--- src/design/slr_pkg.sv ---
// Shared constants, register codes and the configuration type for the line rasteriser.
package slr_pkg;

    // Default sizes handed to the top level parameters.
    localparam int COORD_BITS_DEF = 12;
    localparam int COLOR_BITS_DEF = 24;
    // Colour bits that survive into the result.
    localparam int COLOR_KEEP_BITS = 24;

    // Configuration field widths.
    localparam int STYLE_BITS     = 2;
    localparam int THICK_BITS     = 6;
    localparam int DASH_BITS      = 8;
    localparam int OFFSET_BITS    = 7;
    localparam int CFG_INDEX_BITS = 2;
    localparam int CFG_DATA_BITS  = 8;

    // Line styles; the unused code behaves as solid.
    localparam logic [STYLE_BITS-1:0] STYLE_SOLID  = 2'd0;
    localparam logic [STYLE_BITS-1:0] STYLE_THICK  = 2'd1;
    localparam logic [STYLE_BITS-1:0] STYLE_DASHED = 2'd2;

    // Configuration register indexes.
    localparam logic [CFG_INDEX_BITS-1:0] REG_LINE_STYLE  = 2'd0;
    localparam logic [CFG_INDEX_BITS-1:0] REG_THICKNESS   = 2'd1;
    localparam logic [CFG_INDEX_BITS-1:0] REG_DASH_LENGTH = 2'd2;

    // Input word operations.
    localparam logic OP_START = 1'b0;
    localparam logic OP_STEP  = 1'b1;

    // Register values after reset.
    localparam logic [STYLE_BITS-1:0] RESET_LINE_STYLE  = STYLE_SOLID;
    localparam logic [THICK_BITS-1:0] RESET_THICKNESS   = 6'd1;
    localparam logic [DASH_BITS-1:0]  RESET_DASH_LENGTH = 8'd4;

    typedef struct packed {
        logic [STYLE_BITS-1:0] line_style;
        logic [THICK_BITS-1:0] thickness;
        logic [DASH_BITS-1:0]  dash_length;
    } cfg_t;

endpackage

--- src/design/slr_in_reg.sv ---
// Input register stage holding one accepted word until the core takes it.
module slr_in_reg #(
    parameter int COORD_BITS = 12,
    parameter int COLOR_BITS = 24
) (
    input  logic                  clk,
    input  logic                  rst_n,
    input  logic                  s_tvalid,
    output logic                  s_tready,
    input  logic                  op,
    input  logic [COORD_BITS-2:0] x_start,
    input  logic [COORD_BITS-2:0] y_start,
    input  logic [COORD_BITS-2:0] x_end,
    input  logic [COORD_BITS-2:0] y_end,
    input  logic [COLOR_BITS-1:0] color,
    input  logic                  take,
    output logic                  item_valid,
    output logic                  item_op,
    output logic [COORD_BITS-2:0] item_x_start,
    output logic [COORD_BITS-2:0] item_y_start,
    output logic [COORD_BITS-2:0] item_x_end,
    output logic [COORD_BITS-2:0] item_y_end,
    output logic [COLOR_BITS-1:0] item_color
);
    logic                  valid_reg;
    logic                  op_reg;
    logic [COORD_BITS-2:0] x_start_reg;
    logic [COORD_BITS-2:0] y_start_reg;
    logic [COORD_BITS-2:0] x_end_reg;
    logic [COORD_BITS-2:0] y_end_reg;
    logic [COLOR_BITS-1:0] color_reg;

    // The stage refills in the same cycle as the core empties it.
    assign s_tready = !valid_reg || take;

    always_ff @(posedge clk or negedge rst_n)
    begin
        if (!rst_n)
        begin
            valid_reg <= 1'b0;
        end
        else if (s_tvalid && s_tready)
        begin
            valid_reg <= 1'b1;
        end
        else if (take)
        begin
            valid_reg <= 1'b0;
        end
    end

    always_ff @(posedge clk)
    begin
        if (s_tvalid && s_tready)
        begin
            op_reg      <= op;
            x_start_reg <= x_start;
            y_start_reg <= y_start;
            x_end_reg   <= x_end;
            y_end_reg   <= y_end;
            color_reg   <= color;
        end
    end

    assign item_valid   = valid_reg;
    assign item_op      = op_reg;
    assign item_x_start = x_start_reg;
    assign item_y_start = y_start_reg;
    assign item_x_end   = x_end_reg;
    assign item_y_end   = y_end_reg;
    assign item_color   = color_reg;

endmodule

--- src/design/slr_core.sv ---
// Line state and the Bresenham step with thick and dashed styling.
module slr_core #(
    parameter int COORD_BITS = 12,
    parameter int COLOR_BITS = 24
) (
    input  logic                  clk,
    input  logic                  rst_n,
    input  logic                  item_valid,
    input  logic                  item_op,
    input  logic [COORD_BITS-2:0] item_x_start,
    input  logic [COORD_BITS-2:0] item_y_start,
    input  logic [COORD_BITS-2:0] item_x_end,
    input  logic [COORD_BITS-2:0] item_y_end,
    input  logic [COLOR_BITS-1:0] item_color,
    input  slr_pkg::cfg_t         cfg,
    input  logic                  space,
    output logic                  take,
    output logic                  res_load,
    output logic [COORD_BITS:0]   res_x,
    output logic [COORD_BITS:0]   res_y,
    output logic [COLOR_BITS-1:0] res_color,
    output logic                  res_draw,
    output logic                  res_last
);
    import slr_pkg::*;

    localparam int PT_W   = COORD_BITS - 1;
    localparam int PIX_W  = COORD_BITS + 1;
    localparam int ERR_W  = COORD_BITS + 2;
    localparam int E2_W   = COORD_BITS + 3;
    localparam int KEEP_W = (COLOR_BITS < COLOR_KEEP_BITS) ? COLOR_BITS : COLOR_KEEP_BITS;
    localparam logic [COLOR_BITS-1:0] COL_MASK =
        COLOR_BITS'((64'd1 << KEEP_W) - 64'd1);

    logic                          busy_reg;
    logic [PT_W-1:0]               cur_x_reg;
    logic [PT_W-1:0]               cur_y_reg;
    logic [PT_W-1:0]               end_x_reg;
    logic [PT_W-1:0]               end_y_reg;
    logic [PT_W-1:0]               start_x_reg;
    logic [PT_W-1:0]               start_y_reg;
    logic signed [ERR_W-1:0]       err_reg;
    logic [PT_W-1:0]               dx_reg;
    logic [PT_W-1:0]               dy_reg;
    logic                          sign_x_reg;
    logic                          sign_y_reg;
    logic signed [OFFSET_BITS-1:0] offset_reg;
    logic                          off_y_reg;
    logic [DASH_BITS-1:0]          dash_cnt_reg;
    logic                          dash_on_reg;
    logic [COLOR_BITS-1:0]         color_reg;

    logic [THICK_BITS-2:0]         half;
    logic signed [OFFSET_BITS-1:0] half_s;
    logic [PT_W-1:0]               dx_new;
    logic [PT_W-1:0]               dy_new;
    logic                          is_step;
    logic                          at_end;
    logic                          more_pass;
    logic                          dashed;
    logic [DASH_BITS-1:0]          dash_inc;
    logic                          dash_hit;
    logic signed [E2_W-1:0]        e2;
    logic                          step_x;
    logic                          step_y;
    logic signed [ERR_W-1:0]       err_after;
    logic [PIX_W-1:0]              off_ext;

    assign half   = cfg.thickness[THICK_BITS-1:1];
    assign half_s = $signed(OFFSET_BITS'(half));

    assign dx_new = (item_x_end > item_x_start) ? item_x_end - item_x_start
                                                : item_x_start - item_x_end;
    assign dy_new = (item_y_end > item_y_start) ? item_y_end - item_y_start
                                                : item_y_start - item_y_end;

    assign is_step   = (item_op == OP_STEP);
    assign at_end    = (cur_x_reg == end_x_reg) && (cur_y_reg == end_y_reg);
    assign more_pass = (cfg.line_style == STYLE_THICK) && (offset_reg < half_s);
    assign dashed    = (cfg.line_style == STYLE_DASHED);

    // The dash counter wraps and toggles the pen when it meets the dash length.
    assign dash_inc = dash_cnt_reg + DASH_BITS'(1);
    assign dash_hit = (cfg.dash_length != '0) && (dash_inc == cfg.dash_length);

    // Bresenham decision on twice the error term.
    assign e2        = $signed({err_reg, 1'b0});
    assign step_x    = e2 >= -$signed(E2_W'(dy_reg));
    assign step_y    = e2 <= $signed(E2_W'(dx_reg));
    assign err_after = err_reg
                     - (step_x ? $signed(ERR_W'(dy_reg)) : $signed(ERR_W'(0)))
                     + (step_y ? $signed(ERR_W'(dx_reg)) : $signed(ERR_W'(0)));

    // A step word waits only when it would produce a result with nowhere to go.
    assign take     = item_valid && !(is_step && busy_reg && !space);
    assign res_load = take && is_step && busy_reg;

    assign off_ext   = PIX_W'(offset_reg);
    assign res_x     = PIX_W'(cur_x_reg) + (off_y_reg ? '0 : off_ext);
    assign res_y     = PIX_W'(cur_y_reg) + (off_y_reg ? off_ext : '0);
    assign res_color = color_reg;
    assign res_draw  = dashed ? dash_on_reg : 1'b1;
    assign res_last  = at_end && !more_pass;

    always_ff @(posedge clk or negedge rst_n)
    begin
        if (!rst_n)
        begin
            busy_reg     <= 1'b0;
            cur_x_reg    <= '0;
            cur_y_reg    <= '0;
            end_x_reg    <= '0;
            end_y_reg    <= '0;
            start_x_reg  <= '0;
            start_y_reg  <= '0;
            err_reg      <= '0;
            dx_reg       <= '0;
            dy_reg       <= '0;
            sign_x_reg   <= 1'b0;
            sign_y_reg   <= 1'b0;
            offset_reg   <= '0;
            off_y_reg    <= 1'b0;
            dash_cnt_reg <= '0;
            dash_on_reg  <= 1'b1;
            color_reg    <= '0;
        end
        else if (take && !is_step)
        begin
            // A new line replaces whatever was in progress.
            busy_reg     <= 1'b1;
            start_x_reg  <= item_x_start;
            start_y_reg  <= item_y_start;
            cur_x_reg    <= item_x_start;
            cur_y_reg    <= item_y_start;
            end_x_reg    <= item_x_end;
            end_y_reg    <= item_y_end;
            dx_reg       <= dx_new;
            dy_reg       <= dy_new;
            err_reg      <= $signed(ERR_W'(dx_new)) - $signed(ERR_W'(dy_new));
            sign_x_reg   <= !(item_x_start < item_x_end);
            sign_y_reg   <= !(item_y_start < item_y_end);
            off_y_reg    <= dx_new > dy_new;
            offset_reg   <= (cfg.line_style == STYLE_THICK) ? -half_s : '0;
            color_reg    <= item_color & COL_MASK;
            dash_cnt_reg <= '0;
            dash_on_reg  <= 1'b1;
        end
        else if (res_load)
        begin
            if (dashed)
            begin
                dash_cnt_reg <= dash_hit ? '0 : dash_inc;
                if (dash_hit)
                begin
                    dash_on_reg <= !dash_on_reg;
                end
            end
            if (at_end)
            begin
                if (more_pass)
                begin
                    // Next thick pass restarts from the first endpoint.
                    offset_reg <= offset_reg + $signed(OFFSET_BITS'(1));
                    cur_x_reg  <= start_x_reg;
                    cur_y_reg  <= start_y_reg;
                    err_reg    <= $signed(ERR_W'(dx_reg)) - $signed(ERR_W'(dy_reg));
                end
                else
                begin
                    busy_reg <= 1'b0;
                end
            end
            else
            begin
                err_reg <= err_after;
                if (step_x)
                begin
                    cur_x_reg <= sign_x_reg ? cur_x_reg - PT_W'(1) : cur_x_reg + PT_W'(1);
                end
                if (step_y)
                begin
                    cur_y_reg <= sign_y_reg ? cur_y_reg - PT_W'(1) : cur_y_reg + PT_W'(1);
                end
            end
        end
    end

endmodule

--- src/design/slr_out_reg.sv ---
// Result register that holds one pixel word until the downstream side takes it.
module slr_out_reg #(
    parameter int COORD_BITS = 12,
    parameter int COLOR_BITS = 24
) (
    input  logic                  clk,
    input  logic                  rst_n,
    input  logic                  load,
    input  logic [COORD_BITS:0]   res_x,
    input  logic [COORD_BITS:0]   res_y,
    input  logic [COLOR_BITS-1:0] res_color,
    input  logic                  res_draw,
    input  logic                  res_last,
    output logic                  space,
    output logic                  m_tvalid,
    input  logic                  m_tready,
    output logic [COORD_BITS:0]   pixel_x,
    output logic [COORD_BITS:0]   pixel_y,
    output logic [COLOR_BITS-1:0] pixel_color,
    output logic                  draw,
    output logic                  last
);
    logic                  valid_reg;
    logic [COORD_BITS:0]   x_reg;
    logic [COORD_BITS:0]   y_reg;
    logic [COLOR_BITS-1:0] color_reg;
    logic                  draw_reg;
    logic                  last_reg;

    assign space = !valid_reg || m_tready;

    always_ff @(posedge clk or negedge rst_n)
    begin
        if (!rst_n)
        begin
            valid_reg <= 1'b0;
        end
        else if (load)
        begin
            valid_reg <= 1'b1;
        end
        else if (m_tready)
        begin
            valid_reg <= 1'b0;
        end
    end

    always_ff @(posedge clk)
    begin
        if (load)
        begin
            x_reg     <= res_x;
            y_reg     <= res_y;
            color_reg <= res_color;
            draw_reg  <= res_draw;
            last_reg  <= res_last;
        end
    end

    assign m_tvalid    = valid_reg;
    assign pixel_x     = x_reg;
    assign pixel_y     = y_reg;
    assign pixel_color = color_reg;
    assign draw        = draw_reg;
    assign last        = last_reg;

endmodule

--- src/design/styled_line_rasterizer.sv ---
// Path: a step word passes the input register and then the result register as its pixel word; start
// words give none. Throughput: one word per cycle in both directions while m_tready stays high, since
// each Bresenham step is one add and compare between the input register and the result register.
// Reset: rst_n clears the line state (no line in progress) and sets style solid, thickness one and
// dash length four; both word stages come out of reset empty.
module styled_line_rasterizer #(
    parameter int COORD_BITS = slr_pkg::COORD_BITS_DEF,
    parameter int COLOR_BITS = slr_pkg::COLOR_BITS_DEF,
    localparam int IN_DATA_W  = ((4 * (COORD_BITS - 1) + COLOR_BITS + 7) / 8) * 8,
    localparam int OUT_DATA_W = ((2 * (COORD_BITS + 1) + COLOR_BITS + 7) / 8) * 8
) (
    input  logic                                clk,
    input  logic                                rst_n,
    // Input words.
    input  logic                                s_tvalid,
    output logic                                s_tready,
    // x_start, y_start, x_end, y_end, color from bit 0 upwards, zero padded.
    input  logic [IN_DATA_W-1:0]                s_tdata,
    // op: start a new line or step to the next pixel.
    input  logic                                s_tuser,
    // Pixel words.
    output logic                                m_tvalid,
    input  logic                                m_tready,
    // pixel_x, pixel_y, pixel_color from bit 0 upwards, zero padded.
    output logic [OUT_DATA_W-1:0]               m_tdata,
    // draw: pixel is written, clear in a dash gap.
    output logic                                m_tuser,
    // last: final pixel of the whole line, across every thick pass.
    output logic                                m_tlast,
    // Configuration writes.
    input  logic                                cfg_valid,
    output logic                                cfg_ready,
    input  logic [slr_pkg::CFG_INDEX_BITS-1:0]  cfg_index,
    input  logic [slr_pkg::CFG_DATA_BITS-1:0]   cfg_data
);
    import slr_pkg::*;

    localparam int PT_W  = COORD_BITS - 1;
    localparam int PIX_W = COORD_BITS + 1;

    // Configuration registers. They are read live by every step, so a change between steps
    // takes effect on the next pixel; the thick offset chosen at start stays applied.
    cfg_t cfg_reg;

    logic                  item_valid;
    logic                  item_op;
    logic [PT_W-1:0]       item_x_start;
    logic [PT_W-1:0]       item_y_start;
    logic [PT_W-1:0]       item_x_end;
    logic [PT_W-1:0]       item_y_end;
    logic [COLOR_BITS-1:0] item_color;
    logic                  take;
    logic                  space;
    logic                  res_load;
    logic [PIX_W-1:0]      res_x;
    logic [PIX_W-1:0]      res_y;
    logic [COLOR_BITS-1:0] res_color;
    logic                  res_draw;
    logic                  res_last;
    logic [PIX_W-1:0]      pixel_x;
    logic [PIX_W-1:0]      pixel_y;
    logic [COLOR_BITS-1:0] pixel_color;

    // Configuration is always accepted; writes to the unused index are dropped.
    assign cfg_ready = 1'b1;

    always_ff @(posedge clk or negedge rst_n)
    begin
        if (!rst_n)
        begin
            cfg_reg.line_style  <= RESET_LINE_STYLE;
            cfg_reg.thickness   <= RESET_THICKNESS;
            cfg_reg.dash_length <= RESET_DASH_LENGTH;
        end
        else if (cfg_valid && cfg_ready)
        begin
            unique case (cfg_index)
                REG_LINE_STYLE:  cfg_reg.line_style  <= cfg_data[STYLE_BITS-1:0];
                REG_THICKNESS:   cfg_reg.thickness   <= cfg_data[THICK_BITS-1:0];
                REG_DASH_LENGTH: cfg_reg.dash_length <= cfg_data[DASH_BITS-1:0];
                default:
                begin
                end
            endcase
        end
    end

    // Input register: a word is held here while the core works on it, and the next
    // word is taken in the same cycle that this one moves on.
    slr_in_reg #(
        .COORD_BITS (COORD_BITS),
        .COLOR_BITS (COLOR_BITS)
    ) u_in_reg (
        .clk          (clk),
        .rst_n        (rst_n),
        .s_tvalid     (s_tvalid),
        .s_tready     (s_tready),
        .op           (s_tuser),
        .x_start      (s_tdata[PT_W-1:0]),
        .y_start      (s_tdata[2*PT_W-1:PT_W]),
        .x_end        (s_tdata[3*PT_W-1:2*PT_W]),
        .y_end        (s_tdata[4*PT_W-1:3*PT_W]),
        .color        (s_tdata[4*PT_W+COLOR_BITS-1:4*PT_W]),
        .take         (take),
        .item_valid   (item_valid),
        .item_op      (item_op),
        .item_x_start (item_x_start),
        .item_y_start (item_y_start),
        .item_x_end   (item_x_end),
        .item_y_end   (item_y_end),
        .item_color   (item_color)
    );

    // Core: holds the line state and advances it by one pixel per step word. A start word
    // loads a new line, dropping any line in progress; a step word with no line is discarded.
    slr_core #(
        .COORD_BITS (COORD_BITS),
        .COLOR_BITS (COLOR_BITS)
    ) u_core (
        .clk          (clk),
        .rst_n        (rst_n),
        .item_valid   (item_valid),
        .item_op      (item_op),
        .item_x_start (item_x_start),
        .item_y_start (item_y_start),
        .item_x_end   (item_x_end),
        .item_y_end   (item_y_end),
        .item_color   (item_color),
        .cfg          (cfg_reg),
        .space        (space),
        .take         (take),
        .res_load     (res_load),
        .res_x        (res_x),
        .res_y        (res_y),
        .res_color    (res_color),
        .res_draw     (res_draw),
        .res_last     (res_last)
    );

    // Result register: keeps the pixel word steady while the downstream side stalls, and is
    // reloaded in the same cycle that its word is taken.
    slr_out_reg #(
        .COORD_BITS (COORD_BITS),
        .COLOR_BITS (COLOR_BITS)
    ) u_out_reg (
        .clk         (clk),
        .rst_n       (rst_n),
        .load        (res_load),
        .res_x       (res_x),
        .res_y       (res_y),
        .res_color   (res_color),
        .res_draw    (res_draw),
        .res_last    (res_last),
        .space       (space),
        .m_tvalid    (m_tvalid),
        .m_tready    (m_tready),
        .pixel_x     (pixel_x),
        .pixel_y     (pixel_y),
        .pixel_color (pixel_color),
        .draw        (m_tuser),
        .last        (m_tlast)
    );

    // Pack the pixel word with the padding bits held at zero.
    always_comb
    begin
        m_tdata = '0;
        m_tdata[PIX_W-1:0]                       = pixel_x;
        m_tdata[2*PIX_W-1:PIX_W]                 = pixel_y;
        m_tdata[2*PIX_W+COLOR_BITS-1:2*PIX_W]    = pixel_color;
    end

endmodule

--- config.mk ---
export PLATFORM = sky130hd
export DESIGN_NAME = styled_line_rasterizer
export DESIGN_NICKNAME = d
export VERILOG_FILES = /design/src/design/slr_pkg.sv /design/src/design/slr_in_reg.sv /design/src/design/slr_core.sv /design/src/design/slr_out_reg.sv /design/src/design/styled_line_rasterizer.sv
export SDC_FILE = /design/constraint.sdc
export NUM_CORES = 1
export LEC_CHECK = 0
export ABC_AREA = 0
export BUFFER_PORTS_ARGS = -buffer_cell sky130_fd_sc_hd__buf_2
export CORE_AREA = 2 2 273 275
export CTS_CLUSTER_DIAMETER = 100
export DETAILED_ROUTE_END_ITERATION = 8
export DIE_AREA = 0 0 275 277
export GPL_TIMING_DRIVEN = 0
export PLACE_DENSITY_LB_ADDON = 0.3
export SETUP_SLACK_MARGIN = 0.15
export SLEW_MARGIN = 20
export SYNTH_ARGS = -nofsm -noshare
export SYNTH_HDL_FRONTEND = slang
export SYNTH_SLANG_ARGS = --single-unit
--- constraint.sdc ---
create_clock -name clk -period 6.5 [get_ports clk]
set_input_delay 1.3 -clock clk [delete_from_list [all_inputs] [get_ports clk]]
set_output_delay 1.3 -clock clk [all_outputs]
set_load 0.01 [all_outputs]
==> run_results.csv, run 1 <==
group,metric,value,unit
pwr,power_density,438,nW/µm²
hold_path,holdPathEnd,"u_out_reg.pixel_color[18]",
synthesis,synth_commonest_cells,"241 x nand2_1, 161 x dfrtp_1, 156 x ha_1",
layout,antenna_cells,0,
place,io_buffers,137,
layout,final_nets,2285,
synthesis,synthArstFlopShare,57.4,%
hold_path,min_path_type,"flop to flop",
critical_path,regToRegSetupSlack,0.57,ns
detailed_routing,drc,0,
synthesis,synth_top_area_share,22.2,%
pwr,ir_drop,0.176,mV
critical_path,worst_ep_required_time,7.00,ns
critical_path,r2r_end,"u_core.err_reg[10]",
global_routing,grt_usage,14.9,%
critical_path,path_max_fanout,10,
critical_path,critPathKind,"flop to flop",
timing,clock_skew,0.0297,ns
hold_path,whs_path_depth,0,
timing,finalHoldViolations,0,
clock_network,cts-root-buf,"clkbuf_16",
global_routing,grt_pass1_vias,14400,
layout,final_layout_size_suffix_gt1_share,14.8,%
synthesis,synth_edf_count,121,
critical_path,crit_path_frequent_cell,"nor3_1",
critical_path,crit_slowest_cell,"fa_1",
synthesis,synth_area,18100,µm²
place,hpwlAfterDp,45000,µm
synthesis,synth_cell_types,94,
critical_path,crit_family,"compound AO/OA/AOI/OAI gates",
synthesis,avgSynthCellArea,9.90,µm²
die,start_util,24.7,%
detailed_routing,routed-via-count,14200,
critical_path,worstSetupStartpointType,"flop",
detailed_routing,wl_per_cell,18.9,µm
die,io_pins,149,
die,core_area,73600,µm²
place,gp_congestion,0.895,
timing,finalMaxSlewViolations,0,
timing,period_share,91.2,%
die,die-area,76200,µm²
critical_path,r2r_start,"u_core.dy_reg[2]",
clock_network,htree_levels,2,
synthesis,syn_inst,1833,
critical_path,critPathCaptureType,"flop",
die,rows,100,
clock_network,numCtsBuffers,38,
global_routing,grt_max_degree,86,
detailed_routing,drt_iter0_markers,870,
synthesis,seq_area_frac_synth,42.5,%
synthesis,synth_top_area_cell,"dfrtp_1",
clock_network,path_clk_slew,0.06,ns
detailed_routing,viasPerCell,4.69,
detailed_routing,routed_wirelength,57000,µm
pwr,finalPower,9.40,mW
synthesis,yosys_warnings,0,
pwr,total_leakage_power,9.60,nW
timing,slew_headroom,27.3,%
layout,areaGrowthSynthToFinish,18.3,%
critical_path,reg2reg_depth,23,
synthesis,synth-main-ff-cell,"dfrtp_1",
global_routing,antenna_found_initial,0,
global_routing,grt_pass1_wl,86700,µm
timing,setup_viol,0,
synthesis,yosys_register_bits,284,
synthesis,synth.area.top_cells,"dfrtp_1 22%, edfxtp_1 20%, ha_1 11%, nand2_1 5.0%, xnor2_1 4.3%",
critical_path,critPathArrivalTime,6.42,ns
die,die_x,275,µm
critical_path,cp.depth,23,
global_routing,grt_overflow_total,0,
detailed_routing,postRouteAntennaNets,0,
timing,rsz0062_at_grt,"no",
detailed_routing,dr.pass1.iters,5,
timing,worst_pin_slew,1.09,ns
die,dieHeight,277,µm
clock_network,insertion_delay,0.58,ns
timing,min_period,5.93,ns
flow_run,cap_violations,0,
clock_network,postCtsSetupBuffers,0,
layout,fin_util,29.2,%
clock_network,cts_tree,"done",
run_status,status,"complete, no violations",
clock_network,cts_buffer_depth,3,
timing,fmax,169,MHz
timing,fin_ws,0.575,ns
critical_path,worstPathBufferInverterCount,3,
critical_path,crit_path_cell_trace,"inv_2 -> nand4_1 -> nor3_1 -> nand2_1 -> nor3_1 -> xnor2_1 -> ha_1 -> and4_1 -> a221o_1 -> o2111ai_1 -> a31oi_4 -> clkbuf_2 -> and2_1 -> fa_1 -> inv_1 -> ha_1 -> nor2b_1 -> o31ai_2 -> a211oi_2 -> nor3_1 -> xnor2_1 -> a21boi_0 -> a21oi_1",
synthesis,synth.most_common_cell,"nand2_1",
critical_path,cp_slowest_stage_delay,0.50,ns
place,pre_cts_ws,-0.191,ns
hold_path,worstHoldStart,"u_core.res_color[18]",
clock_network,clock_sinks,284,
## layout by cell type (no fill, tap or decap), types with 8 or more instances in the layout
master / instances
a211oi_1: 19
a21o_1: 48
a21oi_1: 84
a31oi_1: 15
and2_1: 21
and3_1: 9
buf_2: 151
buf_4: 11
clkbuf_1: 38
clkbuf_16: 39
dfrtp_1: 161
edfxtp_1: 121
fa_1: 21
ha_1: 156
inv_1: 145
mux2_2: 22
mux2i_1: 33
nand2_1: 241
nand2b_1: 18
nand3_1: 29
nand4_1: 19
nor2_1: 76
nor2b_1: 27
nor3_1: 33
nor3b_1: 9
nor4_1: 8
o211ai_1: 19
o21a_1: 13
o21ai_0: 141
o21ai_1: 10
o21bai_1: 9
or3_1: 10
xnor2_1: 89
xor2_1: 31
## power breakdown
part	internal (mW)	switching, mW
Combinational	2.01	2.67
Clock	1.21	0.858
Sequential	2.24	0.406
## area by class of cell
class | count | area [µm²]
Inverter | 147 | 554
Clock buffer | 46 | 1020
Buffer | 66 | 354
Clock inverter | 21 | 201
Multi-Input combinational cell | 1341 | 9580
Timing Repair Buffer | 142 | 818
Sequential cell | 284 | 7710
Fill cell | 7723 | 52100
Tap cell | 969 | 1210
## through the flow
stage          setup TNS (ns)  cells  hold WS [ns]  cell area [µm²]
2_1_floorplan               0   1838         0.415            18200
4_1_cts                     0   3016         0.435            21400
6_report                    0   3016         0.429            21500
5_1_grt                     0   3016         0.451            21500
3_5_place_dp           -0.596   2949         0.426            20200
3_3_place_gp           -55.58   2944         0.420            20100
## how the worst max path moves through the flow
stage                          start                       end  slack [ns]
finish              u_core.dy_reg[2]        u_core.err_reg[10]        0.57
global route        u_core.dy_reg[2]        u_core.err_reg[13]        0.18
CTS                 u_core.dy_reg[2]        u_core.err_reg[13]        0.17
detailed placement  u_core.dy_reg[2]        u_core.err_reg[10]       -0.19
global placement            m_tready  u_in_reg.item_x_start[1]       -0.83
floorplan                   m_tready    u_in_reg.item_color[0]        1.43
## routing by layer
layer / track usage, % / vias up / routed length [µm]
li1: - / 6863 / -
met1: 18.6 / 6896 / 24900
met2: 26.1 / 295 / 28400
met3: 1.91 / 101 / 1790
met4: 5.14 / 0 / 1930
met5: 0 / - / 0
## kinds of logic after synthesis
group / after synthesis / share of synthesized area [%]
AOI/OAI and AO/OA: 440 / 15.7
xor gates and xnor gates: 121 / 5.92
adders and majority gates: 177 / 13.1
buffers and inverters: 213 / 4.99
DFF: 284 / 42.5
muxes: 56 / 3.27
other: 2 / 0.0414
and+or+nand+nor: 540 / 14.5
## worst register-to-register path, delay by kind of cell (launching register included)
family                   cells  cell delay [ns]
AO/OA/AOI/OAI                7             1.87
flip-flops                   1             0.47
AND/OR/NAND/NOR              8             1.63
XOR/XNOR                     2             0.34
adder cells (fa/ha/maj)      3             1.10
buffers and inverters        3             0.46
## repair_timing
item,in CTS,in global routing
resized for setup,3,7
pin swaps,0,1
setup endpoints to repair,7,8
hold buffers,0,0
Power figures use the tool's default switching activity.
==> inputs of run 2 (changes only) <==
--- a/config.mk
+++ b/config.mk
@@ -14,6 +14,7 @@
 export GPL_TIMING_DRIVEN = 0
 export PLACE_DENSITY_LB_ADDON = 0.3
 export SETUP_SLACK_MARGIN = 0.15
+export SKIP_CTS_REPAIR_TIMING = 1
 export SLEW_MARGIN = 20
 export SYNTH_ARGS = -nofsm -noshare
 export SYNTH_HDL_FRONTEND = slang
==> constraint.sdc (replaced) <==
create_clock -name clk -period 4.8 [get_ports clk]
set_input_delay 0.96 -clock clk [delete_from_list [all_inputs] [get_ports clk]]
set_output_delay 0.96 -clock clk [all_outputs]
set_load 0.01 [all_outputs]
==> run 2 against run 1 <==
Compared with the run above:
- the flow now finishes with violations (negative setup slack)
- power is 44% higher
- wire length hardly changed
- clock skew about the same
- critical path depth increased by 1
- sequential share of layout area decreased by 0.68 points
- die area unchanged
- global-route usage decreased by 0.079 points
- setup slack worse by 0.87 ns
- largest cell class unchanged
- largest power group unchanged
==> run_results.csv, run 2 (synthesis results as in run 1) <==
group,metric,value,unit
timing,fmax,196,MHz
clock_network,clock_sinks,284,
die,die-area,76200,µm²
place,dpl_cell_area,20300,µm²
layout,final_common_cell,"nand2_1",
clock_network,cts-root-buf,"clkbuf_16",
detailed_routing,routed-via-count,14300,
flow_run,cap_violations,0,
global_routing,grt_util_met2,26.1,%
timing,slew_headroom,33.3,%
layout,nFillCells,7714,
global_routing,gr-max-usage-layer,"met2",
timing,finalMaxSlewViolations,0,
run_status,violations,"negative setup slack",
layout,fin_util,29.8,%
die,dieHeight,277,µm
run_status,status,"complete, but fails checks",
detailed_routing,routed_wirelength,57000,µm
clock_network,numCtsBuffers,36,
detailed_routing,drt_iter0_markers,760,
layout,final_cell_mix,"239 x nand2_1, 157 x dfrtp_1, 150 x buf_2",
place,io_buffers,137,
global_routing,grt_use_met1,18.4,%
critical_path,reg2reg_depth,24,
global_routing,antenna_found_initial,0,
timing,min_period,5.10,ns
timing,finalHoldViolations,0,
clock_network,cts_buffer_depth,3,
timing,tns,-1.77,ns
critical_path,r2r_end,"u_core.err_reg[13]",
detailed_routing,postRouteAntennaNets,0,
detailed_routing,drc,0,
layout,areaGrowthSynthToFinish,20.7,%
timing,clock_skew,0.0298,ns
die,start_util,24.7,%
critical_path,regToRegSetupSlack,-0.30,ns
clock_network,cts_tree,"done",
global_routing,grt_overflow_total,0,
die,die_x,275,µm
place,hpwlAfterDp,44900,µm
critical_path,r2r_start,"u_core.dy_reg[3]",
place,gp_congestion,0.870,
timing,period_share,106,%
global_routing,grt_max_degree,88,
layout,final_nets,2303,
detailed_routing,wl_per_cell,18.8,µm
die,core_area,73600,µm²
critical_path,worstSetupStartpointType,"flop",
timing,setup_viol,10,
global_routing,grt_usage,14.8,%
pwr,total_leakage_power,9.74,nW
pwr,power_density,619,nW/µm²
critical_path,critPathKind,"flop to flop",
die,rows,100,
timing,worst_pin_slew,1.00,ns
place,dp_cells,2949,
clock_network,path_clk_slew,0.06,ns
critical_path,critPathArrivalTime,5.58,ns
timing,fin_ws,-0.295,ns
clock_network,insertion_delay,0.57,ns
layout,final-instance-count-excl-fill,3035,
die,io_pins,149,
detailed_routing,viasPerCell,4.70,
global_routing,grt_pass1_wl,86200,µm
critical_path,path_max_fanout,5,
hold_path,min_path_type,"primary input to asynchronous set/reset pin",
detailed_routing,dr.pass1.iters,6,
pwr,ir_drop,0.276,mV
critical_path,critPathCaptureType,"flop",
layout,fin_area,21900,µm²
global_routing,grt_use_met3,1.97,%
clock_network,htree_levels,2,
global_routing,grt_pass1_vias,14500,
timing,rsz0062_at_grt,"yes",
critical_path,worst_ep_required_time,5.29,ns
layout,final_layout_size_suffix_gt1_share,17.7,%
==> run 2: cell types whose count changed in the layout (fill, tap and decap cells not counted), moves of 5 or more <==
cell	delta
and2_4	+5
inv_1	-8
and2_1	-5
inv_2	+6
buf_4	+19
ha_4	+8
o21ai_0	-6
ha_1	-8
==> run 2: how the worst max path moves through the flow <==
stage / startpoint / to / slack, ns / cells after the start
2_1_floorplan: u_core.dy_reg[2] / u_core.err_reg[13] / 0.06 / 24
6_report: u_core.dy_reg[3] / u_core.err_reg[13] / -0.30 / 24
3_3_place_gp: u_core.dy_reg[2] / u_core.err_reg[10] / -1.02 / 24
3_5_place_dp: u_core.dy_reg[2] / u_core.err_reg[10] / -1.17 / 24
4_1_cts: u_core.dy_reg[2] / u_core.err_reg[10] / -1.16 / 24
5_1_grt: u_core.dy_reg[3] / u_core.err_reg[12] / -0.52 / 24
==> run 2: report_power, final <==
part	leakage [nW]	total [mW]	switching [mW]	internal, mW
combinational	5.99	7.06	3.85	3.21
clock	0.601	2.88	1.15	1.73
sequential	3.15	3.60	0.559	3.04
==> run 2: critical path, stage by stage, from the launching register on <==
cell       delay [ns]
dfrtp_2          0.46
inv_4            0.08
nand4_1          0.21
nor3_4           0.22
nand2_2          0.12
nor3_2           0.21
xnor2_1          0.10
ha_1             0.32
and4_4           0.16
a221o_1          0.34
o2111ai_2        0.23
a31oi_4          0.14
buf_6            0.16
and2_4           0.15
fa_1             0.52
inv_2            0.05
ha_4             0.29
o21ai_1          0.11
o21ai_2          0.19
a41oi_2          0.14
a211o_1          0.33
o21ai_2          0.14
xnor2_1          0.14
nand2_1          0.07
a21oi_1          0.14
==> run 2: through the flow <==
stage / worst slack [ns] / power [mW] / hold WS (ns)
after floorplan: 0.0613 / 8.29 / 0.415
after global placement: -1.02 / 9.99 / 0.423
after detailed placement: -1.17 / 10.1 / 0.425
after CTS: -1.16 / 13.1 / 0.354
after global routing: -0.516 / 14.5 / 0.375
final: -0.295 / 13.5 / 0.327
==> run 2: final cells by class <==
cell class	count	area, µm²	share of cell area [%]
antenna	1	2.50	0.0114
buffer	66	365	1.67
clock buffer	45	976	4.46
clock inverter	20	275	1.26
inverter	147	559	2.56
multi-input combinational	1341	9820	44.8
sequential	284	7720	35.3
tap	969	1210	5.54
timing repair buffer	162	962	4.40
==> run 2: layer usage <==
layer  part of all wire (%)  wire length, µm  up-vias
li1                       -                -     6894
met1                     43            24700     6993
met2                     50            28400      283
met3                    3.5             1990       80
met4                    3.4             1930        0
met5                      0                0        -
==> inputs of run 3 (changes only) <==
--- a/config.mk
+++ b/config.mk
@@ -12,6 +12,7 @@
 export DETAILED_ROUTE_END_ITERATION = 8
 export DIE_AREA = 0 0 275 277
 export GPL_TIMING_DRIVEN = 0
+export MAX_ROUTING_LAYER = met4
 export PLACE_DENSITY_LB_ADDON = 0.3
 export SETUP_SLACK_MARGIN = 0.15
 export SKIP_CTS_REPAIR_TIMING = 1
==> run 3 against run 2 <==
Compared with the run above:
- the run still ends with negative setup slack left
- clock-buffer cell count rose by 2
- first-iteration DRC count rose by 18%
- clock power rose by 2%
- global-route usage rose by 0.54 points
- combinational power rose by 4.7%
- register-to-register slack got worse by 0.02 ns
- die area did not move
- sequential power barely moved
- critical path type unchanged
==> run_results.csv, run 3 (synthesis results as in run 1) <==
group,metric,value,unit
detailed_routing,postRouteAntennaNets,0,
global_routing,grt_overflow_total,0,
detailed_routing,routed-via-count,14300,
clock_network,htree_levels,2,
place,io_buffers,137,
clock_network,clock_sinks,284,
hold_path,min_path_type,"primary input to asynchronous set/reset pin",
global_routing,grt_pass1_vias,14600,
layout,nFillCells,7686,
clock_network,cts_buffer_depth,3,
critical_path,r2r_start,"u_core.dy_reg[3]",
die,rows,100,
layout,fin_util,29.9,%
global_routing,antenna_found_initial,1,
timing,tns,-1.84,ns
detailed_routing,routed_wirelength,57300,µm
timing,finalMaxSlewViolations,0,
layout,final_cell_mix,"238 x nand2_1, 157 x dfrtp_1, 151 x buf_2",
place,dp_cells,2949,
critical_path,worstSetupStartpointType,"flop",
die,io_pins,149,
critical_path,critPathKind,"flop to flop",
timing,clock_skew,0.0198,ns
clock_network,cts-root-buf,"clkbuf_16",
critical_path,critPathCaptureType,"flop",
pwr,ir_drop,0.256,mV
clock_network,cts_tree,"done",
place,hpwlAfterDp,44900,µm
run_status,violations,"negative setup slack",
die,die-area,76200,µm²
place,dpl_cell_area,20300,µm²
pwr,total_leakage_power,9.81,nW
global_routing,grt_max_degree,88,
clock_network,insertion_delay,0.56,ns
layout,final_common_cell,"nand2_1",
die,die_x,275,µm
critical_path,regToRegSetupSlack,-0.31,ns
timing,min_period,5.11,ns
critical_path,worst_ep_required_time,5.28,ns
critical_path,critPathArrivalTime,5.59,ns
global_routing,grt_usage,15.3,%
critical_path,r2r_end,"u_core.err_reg[13]",
timing,fin_ws,-0.314,ns
layout,fin_area,22000,µm²
detailed_routing,wl_per_cell,18.9,µm
timing,finalHoldViolations,0,
detailed_routing,drc,0,
timing,period_share,107,%
pwr,power_density,633,nW/µm²
die,core_area,73600,µm²
critical_path,path_max_fanout,5,
die,start_util,24.7,%
layout,areaGrowthSynthToFinish,21.3,%
clock_network,path_clk_slew,0.06,ns
layout,final-instance-count-excl-fill,3039,
critical_path,reg2reg_depth,25,
detailed_routing,drt_iter0_markers,898,
detailed_routing,viasPerCell,4.71,
timing,slew_headroom,29.4,%
place,gp_congestion,0.890,
clock_network,numCtsBuffers,37,
layout,final_layout_size_suffix_gt1_share,18.5,%
global_routing,grt_pass1_wl,86600,µm
critical_path,startpoint,"u_core.dy_reg[3]",
flow_run,cap_violations,0,
layout,final_nets,2305,
timing,fmax,196,MHz
die,dieHeight,277,µm
run_status,status,"complete, but fails checks",
timing,setup_viol,9,
timing,worst_pin_slew,1.06,ns
detailed_routing,dr.pass1.iters,5,
timing,rsz0062_at_grt,"yes",
run 3: cell types whose count changed in the layout (fill, tap and decap cells not counted), moves of 3 or more:
cell / delta
a21oi_1: -5
o21ai_0: -3
a21oi_2: +5
xnor2_2: +4
xnor2_1: -4
run 3: cell type report:
class / instances / area [µm²] / share of cell area (%)
buffer: 66 / 367 / 1.67
timing repair buffer: 163 / 970 / 4.41
clock inverter: 21 / 275 / 1.25
sequential: 284 / 7720 / 35.1
tap: 969 / 1210 / 5.51
inverter: 147 / 559 / 2.54
antenna: 1 / 2.50 / 0.0114
clock buffer: 47 / 1010 / 4.61
multi-input combinational: 1341 / 9890 / 44.9
run 3: report_power, final:
part           internal, mW  switching, mW
combinational          3.38           4.01
clock                  1.79           1.16
sequential             3.04          0.555
total                  8.21           5.72
run 3: worst max-delay path, stage by stage, from the launching register on:
cell       delay, ns
dfrtp_2         0.47
inv_4           0.10
nand4_1         0.16
nor3_2          0.20
buf_4           0.15
nand2_2         0.07
nor2_2          0.13
xnor2_1         0.09
ha_1            0.32
and4_4          0.19
a221o_1         0.33
o2111ai_2       0.22
a31oi_4         0.14
buf_6           0.16
and2_4          0.15
fa_2            0.57
inv_2           0.05
ha_4            0.27
a211oi_4        0.07
o21ai_2         0.21
a41oi_2         0.16
a211o_1         0.32
o21ai_2         0.15
xnor2_1         0.14
nand2_1         0.07
a21oi_1         0.14
run 3: routing by layer:
| layer | GRT usage [%] | share of wire (%) |
|---|---|---|
| met4 | 5.43 | 3.2 |
| met2 | 26.1 | 50 |
| met3 | 2.16 | 4.0 |
| met1 | 18.4 | 43 |
| met5 | - | 0 |
run 3: how the worst max path moves through the flow:
stage | end | slack [ns]
2_1_floorplan | u_core.err_reg[13] | 0.06
3_3_place_gp | u_core.err_reg[10] | -1.04
3_5_place_dp | u_core.err_reg[10] | -1.11
4_1_cts | u_core.err_reg[12] | -1.11
5_1_grt | u_core.err_reg[9] | -0.58
6_report | u_core.err_reg[13] | -0.31
run 3: stage by stage:
step	hold WS [ns]	total power, mW	setup slack [ns]
6_report	0.395	13.9	-0.314
5_1_grt	0.434	15.0	-0.578
4_1_cts	0.406	13.1	-1.11
3_5_place_dp	0.421	10.1	-1.11
3_3_place_gp	0.422	10.0	-1.04
2_1_floorplan	0.415	8.29	0.0613
